**config.mk**
```make
export PLATFORM = sky130hd
export DESIGN_NAME = button_toggle_relay_bank
export DESIGN_NICKNAME = d
export VERILOG_FILES = /design/src/sv/btrb_pkg.sv /design/src/sv/btrb_chan_file.sv /design/src/sv/btrb_exec.sv /design/src/sv/button_toggle_relay_bank.sv
export SDC_FILE = /design/constraint.sdc
export NUM_CORES = 1
export LEC_CHECK = 0
export BUFFER_PORTS_ARGS = -buffer_cell sky130_fd_sc_hd__buf_2
export CAP_MARGIN = 20
export CORE_AREA = 2 2 237 239
export DETAILED_ROUTE_END_ITERATION = 7
export DIE_AREA = 0 0 239 241
export PLACE_DENSITY = 0.74
export RECOVER_POWER = 25
export SKIP_LAST_GASP = 1
export SYNTH_ARGS = -nofsm -noshare
export SYNTH_HDL_FRONTEND = slang
export SYNTH_HIERARCHICAL = 1
export SYNTH_SLANG_ARGS = --single-unit
```
**constraint.sdc**
```tcl
create_clock -name clk -period 5.4 [get_ports clk]
set_input_delay 0.54 -clock clk [delete_from_list [all_inputs] [get_ports clk]]
set_output_delay 0.54 -clock clk [all_outputs]
set_load 0.03 [all_outputs]
```
**src/sv/btrb_pkg.sv**
```systemverilog
// Shared types and codes for the button toggle relay bank.
// Holds the request and register codes, the channel record and the result layout.
// No dependencies.
`default_nettype none
package btrb_pkg;

	typedef enum logic [2:0] {
		REQ_SCAN       = 3'd0,
		REQ_SET        = 3'd1,
		REQ_TOGGLE     = 3'd2,
		REQ_QUERY      = 3'd3,
		REQ_ENABLE     = 3'd4,
		REQ_DISABLE    = 3'd5,
		REQ_TAKE_DIRTY = 3'd6
	} req_t;

	typedef enum logic [2:0] {
		CFG_BLOCK_ENABLE  = 3'd0,
		CFG_COOLDOWN_MS   = 3'd1,
		CFG_BUTTON_INVERT = 3'd2,
		CFG_RELAY_INVERT  = 3'd3,
		CFG_BUTTON_MASK   = 3'd4,
		CFG_RELAY_MASK    = 3'd5
	} cfg_idx_t;

	localparam int unsigned CHAN_W  = 4;
	localparam int unsigned MASK_W  = 16;
	localparam int unsigned TIME_W  = 32;
	localparam int unsigned CD_W    = 16;

	localparam logic        BLOCK_ENABLE_RST = 1'b1;
	localparam logic [15:0] COOLDOWN_RST     = 16'd200;

	typedef struct packed {
		logic              enabled;
		logic              btn_captured;
		logic              energized;
		logic              btn_prev;
		logic              idle_button;
		logic [TIME_W-1:0] deadline;
	} chan_rec_t;

	typedef struct packed {
		logic            block_enable;
		logic [CD_W-1:0] cooldown_ms;
		logic            button_invert;
		logic            relay_invert;
	} cfg_t;

	typedef struct packed {
		logic ok;
		logic relay_state;
		logic relay_written;
		logic relay_drive;
		logic dirty_flag;
	} res_t;

endpackage
`default_nettype wire

```
**src/sv/btrb_chan_file.sv**
```systemverilog
// Per-channel record store: one read port, one write port, cleared on reset.
// Depends on btrb_pkg for the record layout.
`default_nettype none
module btrb_chan_file #(
	parameter int CHANNELS = 16,
	parameter int IDX_W    = 4
) (
	input  wire logic                clk,
	input  wire logic                arst_n,
	input  wire logic [IDX_W-1:0]    rd_idx,
	output btrb_pkg::chan_rec_t      rd_rec,
	input  wire logic                we,
	input  wire logic [IDX_W-1:0]    wr_idx,
	input  wire btrb_pkg::chan_rec_t wr_rec
);

	btrb_pkg::chan_rec_t rec_q [CHANNELS];

	always_ff @(posedge clk or negedge arst_n) begin
		if (!arst_n) begin
			for (int i = 0; i < CHANNELS; i++) begin
				rec_q[i] <= '0;
			end
		end else if (we) begin
			rec_q[wr_idx] <= wr_rec;
		end
	end

	assign rd_rec = rec_q[rd_idx];

endmodule
`default_nettype wire

```
**src/sv/btrb_exec.sv**
```systemverilog
// Request decode and record update for one transaction: next record, pending flag
// and result fields. Purely combinational. Depends on btrb_pkg.
`default_nettype none
module btrb_exec (
	input  wire btrb_pkg::req_t               req,
	input  wire logic                         in_range,
	input  wire logic                         btn_fit,
	input  wire logic                         rly_fit,
	input  wire logic                         button_level,
	input  wire logic [btrb_pkg::TIME_W-1:0]  now_ms,
	input  wire logic                         relay_value,
	input  wire btrb_pkg::cfg_t               cfg,
	input  wire btrb_pkg::chan_rec_t          rec,
	input  wire logic                         pending,
	output btrb_pkg::chan_rec_t               rec_next,
	output logic                              rec_we,
	output logic                              pending_next,
	output btrb_pkg::res_t                    res
);

	logic                        pressed;
	logic                        usable;
	logic                        in_cooldown;
	logic [btrb_pkg::TIME_W-1:0] elapsed;
	logic [btrb_pkg::TIME_W-1:0] new_deadline;
	logic                        written;
	logic                        ok;
	logic                        valid_req;

	assign pressed      = button_level ^ cfg.button_invert;
	assign usable       = cfg.block_enable & rec.enabled & rly_fit;
	assign elapsed      = now_ms - rec.deadline;
	assign in_cooldown  = (rec.deadline != '0) && elapsed[btrb_pkg::TIME_W-1];
	assign new_deadline = now_ms + {{(btrb_pkg::TIME_W - btrb_pkg::CD_W){1'b0}}, cfg.cooldown_ms};

	always_comb begin
		rec_next     = rec;
		pending_next = pending;
		written      = 1'b0;
		ok           = 1'b0;
		valid_req    = 1'b1;
		case (req)
			btrb_pkg::REQ_SCAN: begin
				if (usable && rec.btn_captured) begin
					ok = 1'b1;
					if (!in_cooldown && pressed != rec.idle_button &&
						rec.btn_prev == rec.idle_button) begin
						rec_next.energized = ~rec.energized;
						rec_next.deadline  = new_deadline;
						written            = 1'b1;
						pending_next       = 1'b1;
					end
					rec_next.btn_prev = pressed;
				end
			end
			btrb_pkg::REQ_SET, btrb_pkg::REQ_TOGGLE: begin
				if (usable) begin
					ok = 1'b1;
					if (req == btrb_pkg::REQ_TOGGLE || rec.energized != relay_value) begin
						rec_next.energized = (req == btrb_pkg::REQ_TOGGLE) ?
							~rec.energized : relay_value;
						written      = 1'b1;
						pending_next = 1'b1;
						if (rec.btn_captured && btn_fit) begin
							rec_next.btn_prev    = pressed;
							rec_next.idle_button = pressed;
						end
					end
				end
			end
			btrb_pkg::REQ_QUERY: begin
				ok = usable;
			end
			btrb_pkg::REQ_ENABLE: begin
				ok                    = 1'b1;
				rec_next              = '0;
				rec_next.enabled      = 1'b1;
				rec_next.btn_captured = btn_fit;
				rec_next.btn_prev     = btn_fit & pressed;
				rec_next.idle_button  = btn_fit & pressed;
				written               = rly_fit;
				pending_next          = 1'b1;
			end
			btrb_pkg::REQ_DISABLE: begin
				ok           = 1'b1;
				rec_next     = '0;
				written      = rly_fit;
				pending_next = 1'b1;
			end
			btrb_pkg::REQ_TAKE_DIRTY: begin
				ok           = 1'b1;
				pending_next = 1'b0;
			end
			default: begin
				valid_req = 1'b0;
			end
		endcase

		// take dirty ignores the channel; everything else needs it in range
		if (req != btrb_pkg::REQ_TAKE_DIRTY && !in_range) begin
			rec_next     = rec;
			pending_next = pending;
			written      = 1'b0;
			ok           = 1'b0;
			valid_req    = 1'b0;
		end
	end

	assign rec_we = valid_req && req != btrb_pkg::REQ_TAKE_DIRTY;

	always_comb begin
		res               = '0;
		res.ok            = ok;
		res.relay_written = written;
		if (rec_we) begin
			res.relay_state = rec_next.energized;
			res.relay_drive = written & (rec_next.energized ^ cfg.relay_invert);
		end
		if (req == btrb_pkg::REQ_TAKE_DIRTY) begin
			res.dirty_flag = pending;
		end
	end

endmodule
`default_nettype wire

```
**src/sv/button_toggle_relay_bank.sv**
```systemverilog
// Button toggle relay bank: a register file of per-channel records and request logic.
// Depends on btrb_pkg, btrb_chan_file and btrb_exec.
//
// Usage:
//   Requests enter on the in channel (in_valid/in_ready) with req_type, channel,
//   button_level, now_ms and relay_value. Each request gives exactly one result on
//   the out channel (out_valid/out_ready): ok, relay_state, relay_written,
//   relay_drive and dirty_flag, in request order.
//   A request is registered on entry, then its channel record is read, updated and
//   written back as the result register loads, so out_valid rises after the entry
//   and result registers; one request per cycle is sustained while out_ready is high,
//   set by the single read-modify-write of the record file.
//   Registers are written on the cfg channel (cfg_valid/cfg_ready, cfg_index,
//   cfg_data); cfg_ready is always high, unknown indexes are dropped. Write them only
//   while no request is in flight.
//   Reset clears every record and the pending flag, block_enable=1, cooldown 200 ms,
//   other registers 0. No clearing pass: the block takes requests right after reset.
//   When out_ready is low the result holds, the entry stage fills, and in_ready
//   drops only once both are occupied.
`default_nettype none
module button_toggle_relay_bank #(
	parameter int CHANNELS = 16
) (
	input  wire logic        clk,
	input  wire logic        arst_n,
	input  wire logic        in_valid,
	output logic             in_ready,
	input  wire logic [2:0]  req_type,
	input  wire logic [3:0]  channel,
	input  wire logic        button_level,
	input  wire logic [31:0] now_ms,
	input  wire logic        relay_value,
	output logic             out_valid,
	input  wire logic        out_ready,
	output logic             ok,
	output logic             relay_state,
	output logic             relay_written,
	output logic             relay_drive,
	output logic             dirty_flag,
	input  wire logic        cfg_valid,
	output logic             cfg_ready,
	input  wire logic [2:0]  cfg_index,
	input  wire logic [15:0] cfg_data
);

	localparam int IDX_W = (CHANNELS > 1) ? $clog2(CHANNELS) : 1;

	// configuration registers
	btrb_pkg::cfg_t   cfg_q;
	logic [15:0]      button_mask_q;
	logic [15:0]      relay_mask_q;

	// entry stage
	logic             valid_s1;
	btrb_pkg::req_t   req_s1;
	logic [3:0]       chan_s1;
	logic             button_s1;
	logic [31:0]      now_s1;
	logic             relay_value_s1;

	logic             out_valid_q;
	btrb_pkg::res_t   res_q;
	logic             pending_q;

	logic                    advance;
	logic [IDX_W+3:0]        chan_ext;
	logic [IDX_W-1:0]        idx;
	logic                    in_range;
	btrb_pkg::chan_rec_t     rec_rd;
	btrb_pkg::chan_rec_t     rec_next;
	logic                    rec_we;
	logic                    pending_next;
	btrb_pkg::res_t          res;

	assign cfg_ready = 1'b1;

	always_ff @(posedge clk or negedge arst_n) begin
		if (!arst_n) begin
			cfg_q.block_enable  <= btrb_pkg::BLOCK_ENABLE_RST;
			cfg_q.cooldown_ms   <= btrb_pkg::COOLDOWN_RST;
			cfg_q.button_invert <= 1'b0;
			cfg_q.relay_invert  <= 1'b0;
			button_mask_q       <= '0;
			relay_mask_q        <= '0;
		end else if (cfg_valid) begin
			case (btrb_pkg::cfg_idx_t'(cfg_index))
				btrb_pkg::CFG_BLOCK_ENABLE:  cfg_q.block_enable  <= cfg_data[0];
				btrb_pkg::CFG_COOLDOWN_MS:   cfg_q.cooldown_ms   <= cfg_data;
				btrb_pkg::CFG_BUTTON_INVERT: cfg_q.button_invert <= cfg_data[0];
				btrb_pkg::CFG_RELAY_INVERT:  cfg_q.relay_invert  <= cfg_data[0];
				btrb_pkg::CFG_BUTTON_MASK:   button_mask_q       <= cfg_data;
				btrb_pkg::CFG_RELAY_MASK:    relay_mask_q        <= cfg_data;
				default: ;
			endcase
		end
	end

	assign advance  = valid_s1 && (!out_valid_q || out_ready);
	assign in_ready = !valid_s1 || advance;

	always_ff @(posedge clk or negedge arst_n) begin
		if (!arst_n) begin
			valid_s1 <= 1'b0;
		end else if (in_ready) begin
			valid_s1 <= in_valid;
		end
	end

	always_ff @(posedge clk) begin
		if (in_ready && in_valid) begin
			req_s1         <= btrb_pkg::req_t'(req_type);
			chan_s1        <= channel;
			button_s1      <= button_level;
			now_s1         <= now_ms;
			relay_value_s1 <= relay_value;
		end
	end

	assign chan_ext = {{IDX_W{1'b0}}, chan_s1};
	assign idx      = chan_ext[IDX_W-1:0];
	assign in_range = 32'(chan_s1) < CHANNELS;

	btrb_chan_file #(
		.CHANNELS (CHANNELS),
		.IDX_W    (IDX_W)
	) u_chan_file (
		.clk    (clk),
		.arst_n (arst_n),
		.rd_idx (idx),
		.rd_rec (rec_rd),
		.we     (advance && rec_we),
		.wr_idx (idx),
		.wr_rec (rec_next)
	);

	btrb_exec u_exec (
		.req          (req_s1),
		.in_range     (in_range),
		.btn_fit      (button_mask_q[chan_s1]),
		.rly_fit      (relay_mask_q[chan_s1]),
		.button_level (button_s1),
		.now_ms       (now_s1),
		.relay_value  (relay_value_s1),
		.cfg          (cfg_q),
		.rec          (rec_rd),
		.pending      (pending_q),
		.rec_next     (rec_next),
		.rec_we       (rec_we),
		.pending_next (pending_next),
		.res          (res)
	);

	always_ff @(posedge clk or negedge arst_n) begin
		if (!arst_n) begin
			out_valid_q <= 1'b0;
			pending_q   <= 1'b0;
		end else begin
			if (advance) begin
				out_valid_q <= 1'b1;
				pending_q   <= pending_next;
			end else if (out_ready) begin
				out_valid_q <= 1'b0;
			end
		end
	end

	always_ff @(posedge clk) begin
		if (advance) begin
			res_q <= res;
		end
	end

	assign out_valid     = out_valid_q;
	assign ok            = res_q.ok;
	assign relay_state   = res_q.relay_state;
	assign relay_written = res_q.relay_written;
	assign relay_drive   = res_q.relay_drive;
	assign dirty_flag    = res_q.dirty_flag;

endmodule
`default_nettype wire

```
==> flow_results.org <==
** Place
- Summing all placed instances gives a cell area of 34400 um2.
- Placer's final routability congestion estimate :: 0.880
- During placement, the flow inserted port buffers numbering 71.
- DP Worst Slack :: -0.0754 ns
- The number of placed instances, taps included, is 2928.
- The HPWL after detailed placement is 50200 um.

** Timing
- Setup violations remaining at the end of the flow were counted as 0.
- The number of hold violations in the final report came to 0.
- Setup slack closes at 0.183 ns.
- For this run, the top clock speed supported by timing is 192 MHz.
- Slew Limit Headroom :: -0.769
- For the pin with the worst max-slew slack, the measured transition is 2.65 ns.
- Setup repair after global routing could not meet its margin everywhere.
- The routed design could run at a clock period as short as 5.22 ns.
- Final hold analysis gives a worst-case slack of 0.114 ns.
- Setup total negative slack on the finished layout was measured at 0 ns.
- Setup Skew :: 0.0187 ns
- Final period utilization :: 0.966
- The count of pins over their slew limit came to 450.

** Final layout
- The area growth from synthesis to layout is 12.3%.
- The final layout contains 2417 nets.
- At the end of the flow the core is filled with cells to 0.671.
- Summed area of non-filler cells in the final layout :: 36800 um2
- Leading cell type in the layout, fill and taps excluded :: sky130_fd_sc_hd__dfrtp_1
- In the final layout, the share of cells above drive strength 1 is 0.478.
- Antenna cell count :: 0
- After the flow finishes, the layout carries non-filler instances totaling 3060.
- Leading cell types in the layout, fill and taps excluded :: 642 x sky130_fd_sc_hd__dfrtp_1, 637 x sky130_fd_sc_hd__mux2_2, 156 x sky130_fd_sc_hd__mux4_2

** Synthesis
- After synthesis the netlist holds a flip-flop and latch count of 692.
- The synthesized netlist occupies a cell area of 32800 um2.
- During synthesis, Yosys emitted a total of 6 warnings.
- EDFF count, synth :: 46
- After technology mapping, the gate count stands at 2198.
- Of the synthesized area, sequential elements account for 0.535.
- Post-synth cell types :: 69
- Counting flops with an async set or reset pin after synthesis yields a share of 0.934.
- In this run the mean area of a mapped cell was 14.9 um2.
- The most used flip-flop cell after synthesis is sky130_fd_sc_hd__dfrtp_1.

** Clock tree
- The tree is rooted in a sky130_fd_sc_hd__clkbuf_16.
- Hold repair after CTS inserted 0 buffers.
- Counting every sink on the clock net gives 692.
- Longest Clk Path Bufs :: 3
- Clock tree from TritonCTS :: done
- The clock tree synthesis step divided the H-tree into 3 levels.
- Cts bufs inserted :: 74
- For the worst-skew pair, the clock arrives at the later sink with an insertion delay of 0.60 ns.
- CTS clock-pin slew for the worst setup and hold paths :: 0.06 ns

** Pwr
- VDD IR-drop max :: 251 uV
- Summed over all cells, the static leakage comes to 17.4 nW.
- In this run the power density over the cells is 310 nW/um2.
- The completed layout was analyzed and its total power is 11.4 mW.

** GRT
- For this run the aggregate overflow at the end of global routing stands at 0.
- The initial antenna violation count was 1.
- Across every metal layer, demand over resource in global routing totals 0.296.
- Entering global routing, the biggest net connects 153 pins.
- The first global-routing pass estimated 127000 um of wire.
- The via count of the first global-routing pass is 20.9k.

** Run status
- The final reports fail on capacitance limit, slew limit.
- Outcome :: complete, but fails checks

** Floorplanning
- Area of the core region :: 54900 um2
- The die is 239 um wide.
- In this run the core area contains 86 standard-cell rows.
- Initial core utilization :: 0.597
- The die covers 57600 um2.
- From bottom edge to top edge, the die measures 241 um.
- Count of pins on the block boundary :: 73

** Routing
- After detailed routing, the average wire length per cell comes to 27.0 um.
- The first detailed-routing pass took 6 iterations.
- DR vias/cell :: 6.52
- Number of vias after detailed routing :: 19.9k
- Count of antenna-violating nets left after detailed routing :: 0
- Drt first-iter violations :: 1763
- DRC violation count after routing :: 0
- The final layout contains routed wiring with a total length of 82700 um.

** Worst setup path
- Register-to-Register Setup Slack :: 0.18 ns
- Type of the worst setup path :: flop to flop
- Along the worst path, the maximum fanout reaches 16.
- STA puts the critical path data arrival time at 5.75 ns.
- The worst setup path is launched from a flop.
- Endpoint kind of the worst setup timing path :: flop
- CP max-delay cell :: sky130_fd_sc_hd__o21ai_4
- Chain of cells forming the critical path :: buf_12 > mux4_2 > a22oi_1 > nand2_1 > inv_1 > ha_1 > and3_1 > a221o_1 > a221o_1 > or3_4 > o311ai_1 > nor2_2 > buf_12 > o21ai_4 > a22o_2 > mux2_2
- Delay of the slowest critical-path stage :: 0.60 ns
- CP required :: 5.93 ns

** Min path
- The tightest min-delay check is of the input pin to flop type.

** Flow run
- Maxcap violations :: 4
routing by layer:
layer  GRT usage  share of wire  routed length (um)
met1       0.408           0.43               35300
met2       0.482           0.48               40000
met3      0.0485          0.056                4660
met4       0.109          0.035                2870
met5           0              0                   0
what timing repair did:
action                     in CTS  in global routing
pin swaps                       1                  3
setup endpoints to repair     412                512
buffers inserted                0                  4
resized for setup               2                 30
gates cloned                    1                  0
flip-flops by register name (all words and copies together), names as in the netlist:
signal	flops
pending_q	1
out_valid	1
req_s1	3
button_s1	1
relay_value_s1	1
relay_drive	1
cfg_q	19
relay_state	1
u_chan_file/rec_q	592
dirty_flag	1
now_s1	32
ok	1
relay_written	1
chan_s1	4
relay_mask_q	16
valid_s1	1
button_mask_q	16
synth_stat cells (all sizes together) (11+ instances only):
cell | instances | area [um2]
nand3 | 17 | 90.1
a21oi | 47 | 235
edfxtp | 46 | 1380
mux4 | 156 | 3510
buf | 89 | 502
clkbuf | 71 | 267
xor2 | 19 | 166
a22o | 31 | 272
ha | 46 | 576
nor2 | 29 | 146
nor4 | 11 | 68.8
nand2 | 72 | 270
a22oi | 76 | 571
mux2 | 645 | 7260
dfrtp | 642 | 16100
inv | 46 | 173
nand2b | 11 | 68.8
o21ai | 18 | 90.1
xnor2 | 15 | 131
worst paths after layout:
kind,cells after the start,endpoint,startpoint
max,16,u_chan_file/rec_q[227]$_DFFE_PN0P_,chan_s1[0]$_DFFE_PP_
min,1,chan_s1[2]$_DFFE_PP_,channel[2]
max reg2reg,16,u_chan_file/rec_q[227]$_DFFE_PN0P_,chan_s1[0]$_DFFE_PP_
min reg2reg,1,u_chan_file/rec_q[336]$_DFFE_PN0P_,u_chan_file/rec_q[336]$_DFFE_PN0P_
max in group asynchronous,2,u_chan_file/rec_q[384]$_DFFE_PN0P_,arst_n
min in group asynchronous,1,u_chan_file/rec_q[328]$_DFFE_PN0P_,arst_n
worst max-delay path, delay by kind of cell (launching register included):
family          cells  cell delay [ns]
compound gates      6             2.39
simple gates        4             0.79
mux                 2             0.76
buf+inv             3             0.51
flops               1             0.48
fa+ha+maj           1             0.23
cell families (layout without fill, tap and decap cells):
group / count (synthesis) / after routing / synth area share
compound gates: 211 / 212 / 0.0449
xor+xnor: 34 / 34 / 0.00908
fa+ha+maj: 47 / 47 / 0.0182
buf+inv: 206 / 356 / 0.0287
flops: 692 / 692 / 0.535
mux: 802 / 802 / 0.329
other cells: 1 / 8 / 0.000114
simple gates: 205 / 205 / 0.0345
layout make-up:
type / instances / area [um2]
well taps: 704 / 881
repair buffers: 183 / 1380
multi-input cells: 1308 / 14400
clock buffers: 110 / 2200
flip-flops and latches: 692 / 17600
clock inverters: 17 / 179
fillers: 3789 / 18100
inverters: 46 / 173
power by group:
group          internal [mW]  switching (mW)
combinational          0.369           0.582
clock                   2.97            2.03
sequential              5.37          0.0863
Power figures use the tool's default switching activity.
